==> src/sv/mtf_pkg.sv <==
package mtf_pkg;

    localparam int ID_W = 6;

    localparam logic [1:0] KIND_QUERY  = 2'd0;
    localparam logic [1:0] KIND_ADD    = 2'd1;
    localparam logic [1:0] KIND_RESIZE = 2'd2;

    // Request from the sequencer to the entry store.
    typedef struct packed {
        logic            we;
        logic [ID_W-1:0] waddr;
        logic [ID_W-1:0] wdata;
        logic [ID_W-1:0] raddr;
        logic            clr;
        logic [ID_W-1:0] clr_lo;
        logic [ID_W-1:0] clr_hi;
    } store_req_t;

endpackage

==> src/sv/mru_move_to_front_list_core.sv <==
// Query: scans entries up to the match (or the whole live list), then reads one more entry.
// Add: scans to the match or list end, shifts earlier entries back, then writes the front.
// Shrinking resize: scans each remaining live entry; any other item is handled from idle.
// One item at a time; each step uses the entry store's read and write ports and the compare.
// A query also holds before its result while the previous result beat is still waiting.
// Reset clears the live size to zero and marks every entry as holding its index plus one.
module mru_move_to_front_list_core
    import mtf_pkg::*;
#(
    parameter int MAX_IDS = 32
)
(
    input  logic            clk,
    input  logic            rst_n,
    input  logic            in_valid,
    output logic            in_ready,
    input  logic [1:0]      kind,
    input  logic [ID_W-1:0] desktop,
    input  logic [ID_W-1:0] target_size,
    output logic            out_valid,
    input  logic            out_ready,
    output logic [ID_W-1:0] next_desktop
);

    localparam int IDX_W = $clog2(MAX_IDS);
    localparam logic [ID_W-1:0] MAX_SZ = ID_W'(MAX_IDS);

    localparam logic [2:0] S_IDLE      = 3'd0;
    localparam logic [2:0] S_SCAN_RD   = 3'd1;
    localparam logic [2:0] S_SCAN_CHK  = 3'd2;
    localparam logic [2:0] S_FINAL_RD  = 3'd3;
    localparam logic [2:0] S_FINAL_CHK = 3'd4;
    localparam logic [2:0] S_SHIFT_RD  = 3'd5;
    localparam logic [2:0] S_SHIFT_WR  = 3'd6;
    localparam logic [2:0] S_FRONT     = 3'd7;

    logic [2:0]       state_reg, state_next;
    logic [1:0]       kind_reg, kind_next;
    logic [ID_W-1:0]  id_reg, id_next;
    logic [ID_W-1:0]  ns_reg, ns_next;
    logic [ID_W-1:0]  size_reg, size_next;
    logic [IDX_W-1:0] idx_reg, idx_next;
    logic             out_valid_reg, out_valid_next;
    logic [ID_W-1:0]  result_reg, result_next;

    store_req_t       req;
    logic [ID_W-1:0]  rd_val;
    logic [ID_W-1:0]  limit;
    logic [ID_W-1:0]  idx_p1;
    logic             is_last;
    logic             match;
    logic [ID_W-1:0]  ns_sat;

    mtf_store #(
        .MAX_IDS (MAX_IDS)
    ) u_store (
        .clk    (clk),
        .rst_n  (rst_n),
        .req    (req),
        .rd_val (rd_val)
    );

    assign ns_sat  = (target_size > MAX_SZ) ? MAX_SZ : target_size;
    assign limit   = (kind_reg == KIND_RESIZE) ? ns_reg : size_reg;
    assign idx_p1  = ID_W'(idx_reg) + ID_W'(1);
    assign is_last = (idx_p1 >= limit);
    assign match   = (rd_val == id_reg);

    always_comb
    begin
        state_next     = state_reg;
        kind_next      = kind_reg;
        id_next        = id_reg;
        ns_next        = ns_reg;
        size_next      = size_reg;
        idx_next       = idx_reg;
        out_valid_next = out_valid_reg && !out_ready;
        result_next    = result_reg;
        req            = '0;
        req.raddr      = ID_W'(idx_reg);

        unique case (state_reg)
            S_IDLE:
            begin
                if (in_valid)
                begin
                    kind_next = kind;
                    id_next   = desktop;
                    ns_next   = ns_sat;
                    idx_next  = '0;
                    unique case (kind)
                        KIND_QUERY:
                        begin
                            state_next = (size_reg == '0) ? S_FINAL_RD : S_SCAN_RD;
                        end
                        KIND_ADD:
                        begin
                            if ((size_reg != '0) && (desktop <= size_reg))
                            begin
                                state_next = S_SCAN_RD;
                            end
                        end
                        KIND_RESIZE:
                        begin
                            if (ns_sat >= size_reg)
                            begin
                                req.clr    = 1'b1;
                                req.clr_lo = size_reg;
                                req.clr_hi = ns_sat;
                                size_next  = ns_sat;
                            end
                            else if (ns_sat == '0)
                            begin
                                size_next = '0;
                            end
                            else
                            begin
                                state_next = S_SCAN_RD;
                            end
                        end
                        default:
                        begin
                        end
                    endcase
                end
            end
            S_SCAN_RD:
            begin
                state_next = S_SCAN_CHK;
            end
            S_SCAN_CHK:
            begin
                unique case (kind_reg)
                    KIND_QUERY:
                    begin
                        if (match || is_last)
                        begin
                            idx_next   = (match && !is_last) ? (idx_reg + IDX_W'(1)) : '0;
                            state_next = S_FINAL_RD;
                        end
                        else
                        begin
                            idx_next   = idx_reg + IDX_W'(1);
                            state_next = S_SCAN_RD;
                        end
                    end
                    KIND_ADD:
                    begin
                        if (match || is_last)
                        begin
                            state_next = (idx_reg == '0) ? S_FRONT : S_SHIFT_RD;
                        end
                        else
                        begin
                            idx_next   = idx_reg + IDX_W'(1);
                            state_next = S_SCAN_RD;
                        end
                    end
                    default:
                    begin
                        if (rd_val > ns_reg)
                        begin
                            req.we    = 1'b1;
                            req.waddr = ID_W'(idx_reg);
                            req.wdata = ns_reg;
                        end
                        if (is_last)
                        begin
                            size_next  = ns_reg;
                            state_next = S_IDLE;
                        end
                        else
                        begin
                            idx_next   = idx_reg + IDX_W'(1);
                            state_next = S_SCAN_RD;
                        end
                    end
                endcase
            end
            S_FINAL_RD:
            begin
                state_next = S_FINAL_CHK;
            end
            S_FINAL_CHK:
            begin
                // Hold here until the output register is free.
                if (!out_valid_reg || out_ready)
                begin
                    out_valid_next = 1'b1;
                    result_next    = (size_reg == '0) ? ID_W'(1) : rd_val;
                    state_next     = S_IDLE;
                end
            end
            S_SHIFT_RD:
            begin
                req.raddr  = ID_W'(idx_reg - IDX_W'(1));
                state_next = S_SHIFT_WR;
            end
            S_SHIFT_WR:
            begin
                req.we     = 1'b1;
                req.waddr  = ID_W'(idx_reg);
                req.wdata  = rd_val;
                idx_next   = idx_reg - IDX_W'(1);
                state_next = (idx_reg == IDX_W'(1)) ? S_FRONT : S_SHIFT_RD;
            end
            S_FRONT:
            begin
                req.we     = 1'b1;
                req.waddr  = '0;
                req.wdata  = id_reg;
                state_next = S_IDLE;
            end
            default:
            begin
                state_next = S_IDLE;
            end
        endcase
    end

    always_ff @(posedge clk or negedge rst_n)
    begin
        if (!rst_n)
        begin
            state_reg     <= S_IDLE;
            size_reg      <= '0;
            out_valid_reg <= 1'b0;
        end
        else
        begin
            state_reg     <= state_next;
            size_reg      <= size_next;
            out_valid_reg <= out_valid_next;
        end
    end

    always_ff @(posedge clk)
    begin
        kind_reg   <= kind_next;
        id_reg     <= id_next;
        ns_reg     <= ns_next;
        idx_reg    <= idx_next;
        result_reg <= result_next;
    end

    assign in_ready     = (state_reg == S_IDLE);
    assign out_valid    = out_valid_reg;
    assign next_desktop = result_reg;

endmodule

==> src/sv/mtf_store.sv <==
module mtf_store
    import mtf_pkg::*;
#(
    parameter int MAX_IDS = 32
)
(
    input  logic            clk,
    input  logic            rst_n,
    input  store_req_t      req,
    output logic [ID_W-1:0] rd_val
);

    localparam int IDX_W = $clog2(MAX_IDS);

    logic [ID_W-1:0]    mem [MAX_IDS];
    logic [ID_W-1:0]    mem_q;
    logic [IDX_W-1:0]   ridx_reg;
    logic [MAX_IDS-1:0] valid_reg;

    always_ff @(posedge clk)
    begin
        if (req.we)
        begin
            mem[req.waddr[IDX_W-1:0]] <= req.wdata;
        end
        mem_q    <= mem[req.raddr[IDX_W-1:0]];
        ridx_reg <= req.raddr[IDX_W-1:0];
    end

    // A slot that was never written, or was refilled by a grow, reads as its index plus one.
    always_ff @(posedge clk or negedge rst_n)
    begin
        if (!rst_n)
        begin
            valid_reg <= '0;
        end
        else
        begin
            for (int i = 0; i < MAX_IDS; i++)
            begin
                if (req.clr && (ID_W'(i) >= req.clr_lo) && (ID_W'(i) < req.clr_hi))
                begin
                    valid_reg[i] <= 1'b0;
                end
                if (req.we && (req.waddr[IDX_W-1:0] == IDX_W'(i)))
                begin
                    valid_reg[i] <= 1'b1;
                end
            end
        end
    end

    assign rd_val = valid_reg[ridx_reg] ? mem_q : (ID_W'(ridx_reg) + ID_W'(1));

endmodule
==> config.mk <==
export PLATFORM = sky130hd
export DESIGN_NAME = mru_move_to_front_list_core
export DESIGN_NICKNAME = d
export VERILOG_FILES = /design/src/sv/mtf_pkg.sv /design/src/sv/mru_move_to_front_list_core.sv /design/src/sv/mtf_store.sv
export SDC_FILE = /design/constraint.sdc
export NUM_CORES = 1
export LEC_CHECK = 0
export ABC_CLOCK_PERIOD_IN_PS = 5100
export BUFFER_PORTS_ARGS = -buffer_cell sky130_fd_sc_hd__buf_2
export CORE_UTILIZATION = 62
export DETAILED_ROUTE_END_ITERATION = 8
export PLACE_DENSITY = 0.83
export SLEW_MARGIN = 15
export SYNTH_ARGS = -nofsm -noshare
export SYNTH_HDL_FRONTEND = slang
export SYNTH_SLANG_ARGS = --single-unit
==> constraint.sdc <==
create_clock -name clk -period 5.1 [get_ports clk]
set_input_delay 0.51 -clock clk [delete_from_list [all_inputs] [get_ports clk]]
set_output_delay 0.51 -clock clk [all_outputs]
set_load 0.01 [all_outputs]
==> impl_metrics.env <==
export IMPL_syn_nets=1096
export IMPL_worstSetupStartpoint="u_store.ridx_reg[0]"
export IMPL_rsz0062_at_grt="false"
export IMPL_die_w_um=146
export IMPL_yosys_top_cells_area="edfxtp_1 (50%), dfrtp_1 (8.1%), nand2_1 (4.4%)"
export IMPL_setup_slack_ns=0.420
export IMPL_period_needed_ns=4.68
export IMPL_synth_top_area_frac=0.505
export IMPL_grt_max_degree=70
export IMPL_syn_area_um2=12900
export IMPL_p_leak_nw=5.80
export IMPL_area_growth_pct=12.1
export IMPL_core_area_um2=20300
export IMPL_holdCritPathClass="input pin to async pin"
export IMPL_post_dp_cell_area_um2=13500
export IMPL_cts_buffers=27
export IMPL_slew_violations=0
export IMPL_die_y_um=146
export IMPL_clkTransAtPathRegs_ns=0.07
export IMPL_synth_seq_cells=270
export IMPL_synth_ff_type="edfxtp_1"
export IMPL_vias_per_cell=6.59
export IMPL_synth_most_common_cell="edfxtp_1"
export IMPL_cts_sinks=270
export IMPL_multi_input_area_um2=4780
export IMPL_fill_cells=1351
export IMPL_yosysSeqAreaShare=0.603
export IMPL_cp_max_fo=13
export IMPL_r2r_cells=14
export IMPL_drv_cap=0
export IMPL_regArea_um2=7790
export IMPL_cp_endpoint="u_store.mem[22][4]"
export IMPL_worstSetupPathType="flip-flop to flip-flop"
export IMPL_diodes=0
export IMPL_p_per_area_nw_per_um2=574
export IMPL_drt_pass1_iter_count=6
export IMPL_grt_overflow=0
export IMPL_fin_tns_setup_ns=0
export IMPL_cts_resized=0
export IMPL_clock_path_buffers=3
export IMPL_place_hpwl_um=22600
export IMPL_synth_edff_count=217
export IMPL_skew_ns=0.0166
export IMPL_largest_reg_flops=192
export IMPL_r2r_slack_ns=0.42
export IMPL_row_count=52
export IMPL_hold_buffers=0
export IMPL_final_nets=1138
export IMPL_max_freq_mhz=214
export IMPL_ir_drop_uv=279
export IMPL_clk_latency_ns=0.54
export IMPL_slew_limit_headroom=0.188
export IMPL_drc=0
export IMPL_worstMarginPinSlew_ns=1.20
export IMPL_drtIter0Drc=957
export IMPL_grtUsageTotal=0.320
export IMPL_grt_pass1_wl_um=51200
export IMPL_r2r_end="u_store.mem[22][4]"
export IMPL_syn_avg_cell_area_um2=12.3
export IMPL_synth_cell_types=68
export IMPL_grt_pass1_vias=8646
export IMPL_pre_cts_slack_ns=0.293
export IMPL_gp_congestion=0.995
export IMPL_drive_gt1_frac=0.137
export IMPL_ys_top_cells_by_count="edfxtp_1 (217), nand2_1 (153), mux2i_1 (57), nor2_1 (47), dfrtp_1 (42)"
export IMPL_timing_final_crit_share=0.918
export IMPL_die_area_um2=21400
export IMPL_port_buffers=25
export IMPL_root_buffer="clkbuf_16"
export IMPL_postCtsSetupBuffers=0
export IMPL_pin_count=26
export IMPL_routed_wl_um=33200
export IMPL_hold_viol=0
export IMPL_synth_cells=1046
export IMPL_cts_tree="built"
export IMPL_ys_warn_count=0
export IMPL_crit_path_end_kind="flip-flop"
export IMPL_synth_top_area_cell="edfxtp_1"
export IMPL_r2r_start="u_store.ridx_reg[0]"
export IMPL_wl_per_cell_um=24.1
export IMPL_cp_start_kind="flip-flop"
export IMPL_fin_area_um2=14500
export IMPL_start_util=0.636
export IMPL_async_flop_share=0.156
export IMPL_vias=9081
export IMPL_cp_arrival_ns=4.85
export IMPL_h_tree_depth=1
export IMPL_grt_antenna_before_repair=1
export IMPL_cp_required_ns=5.27
export IMPL_status="finished, final reports clean"
export IMPL_finalSetupViolCount=0
export IMPL_antenna_left=0
through the flow:
step | power, mW | util | instances | hold slack (ns)
2_1_floorplan | 5.24 | - | 1046 | 0.214
3_3_place_gp | 6.11 | 0.665 | 1329 | 0.462
3_5_place_dp | 6.16 | 0.665 | 1329 | 0.465
4_1_cts | 8.24 | 0.712 | 1379 | 0.168
5_1_grt | 8.68 | 0.713 | 1379 | 0.165
6_report | 8.30 | 0.713 | 1379 | 0.152
critical path, cell delays in order (launching register included):
cell and delay (ns):
dfxtp_2 0.52, mux4_1 0.60, mux2i_1 0.21, o221ai_2 0.19
nand2_2 0.19, mux2i_2 0.35, inv_1 0.08, ha_1 0.29
nor2b_1 0.12, o21ai_0 0.08, a21oi_1 0.14, o221ai_1 0.25
a21o_1 0.33, or3_1 0.49, nor2_1 0.46
worst min path at each step:
stage | end | startpoint
2_1_floorplan | out_valid | rst_n
4_1_cts | u_store.valid_reg[31] | rst_n
5_1_grt | id_reg[3] | desktop[3]
6_report | u_store.valid_reg[17] | rst_n
3_3_place_gp | u_store.valid_reg[12] | u_store.valid_reg[12]
3_5_place_dp | u_store.valid_reg[21] | u_store.valid_reg[21]
cells in the final DEF (no fill, tap or decap), types with 33 or more instances in the layout:
cell type / instances
edfxtp_1: 217
nand2_1: 153
mux2i_1: 57
nor2_1: 45
buf_4: 43
dfrtp_1: 42
nor3_1: 39
inv_1: 34
a21o_1: 33
clkbuf_16: 33
cells by family (layout without fill, tap and decap cells):
group	after synthesis	in the layout	synth area share
AND/OR/NAND/NOR	347	347	0.125
XOR/XNOR	18	18	0.0134
adder cells (fa/ha/maj)	32	32	0.0310
buffers and inverters	93	156	0.0290
flip-flops	270	270	0.603
AO/OA/AOI/OAI	203	203	0.114
multiplexers	83	83	0.0842
final cells by class:
cell class              instances  area share
clock buffers                  43      0.0631
repair buffers                 69      0.0323
flip-flops and latches        270       0.538
multi-input cells             683       0.330
well taps                     270      0.0233
clock inverters                 7     0.00329
inverters                      37     0.00960
power by group:
part           total, mW  internal [mW]  leakage, nW  switching [mW]
Clock               2.07           1.24        0.474           0.840
Combinational       3.16           1.22         2.66            1.95
Sequential          3.06           2.70         2.66           0.365
metal layers:
metal | up-vias | wire length, um | track usage
li1 | 4036 | - | -
met1 | 4388 | 13100 | 0.453
met2 | 557 | 15200 | 0.492
met3 | 98 | 3780 | 0.0713
met4 | 2 | 1240 | 0.116
met5 | - | 13 | 0
Power figures use the tool's default switching activity.
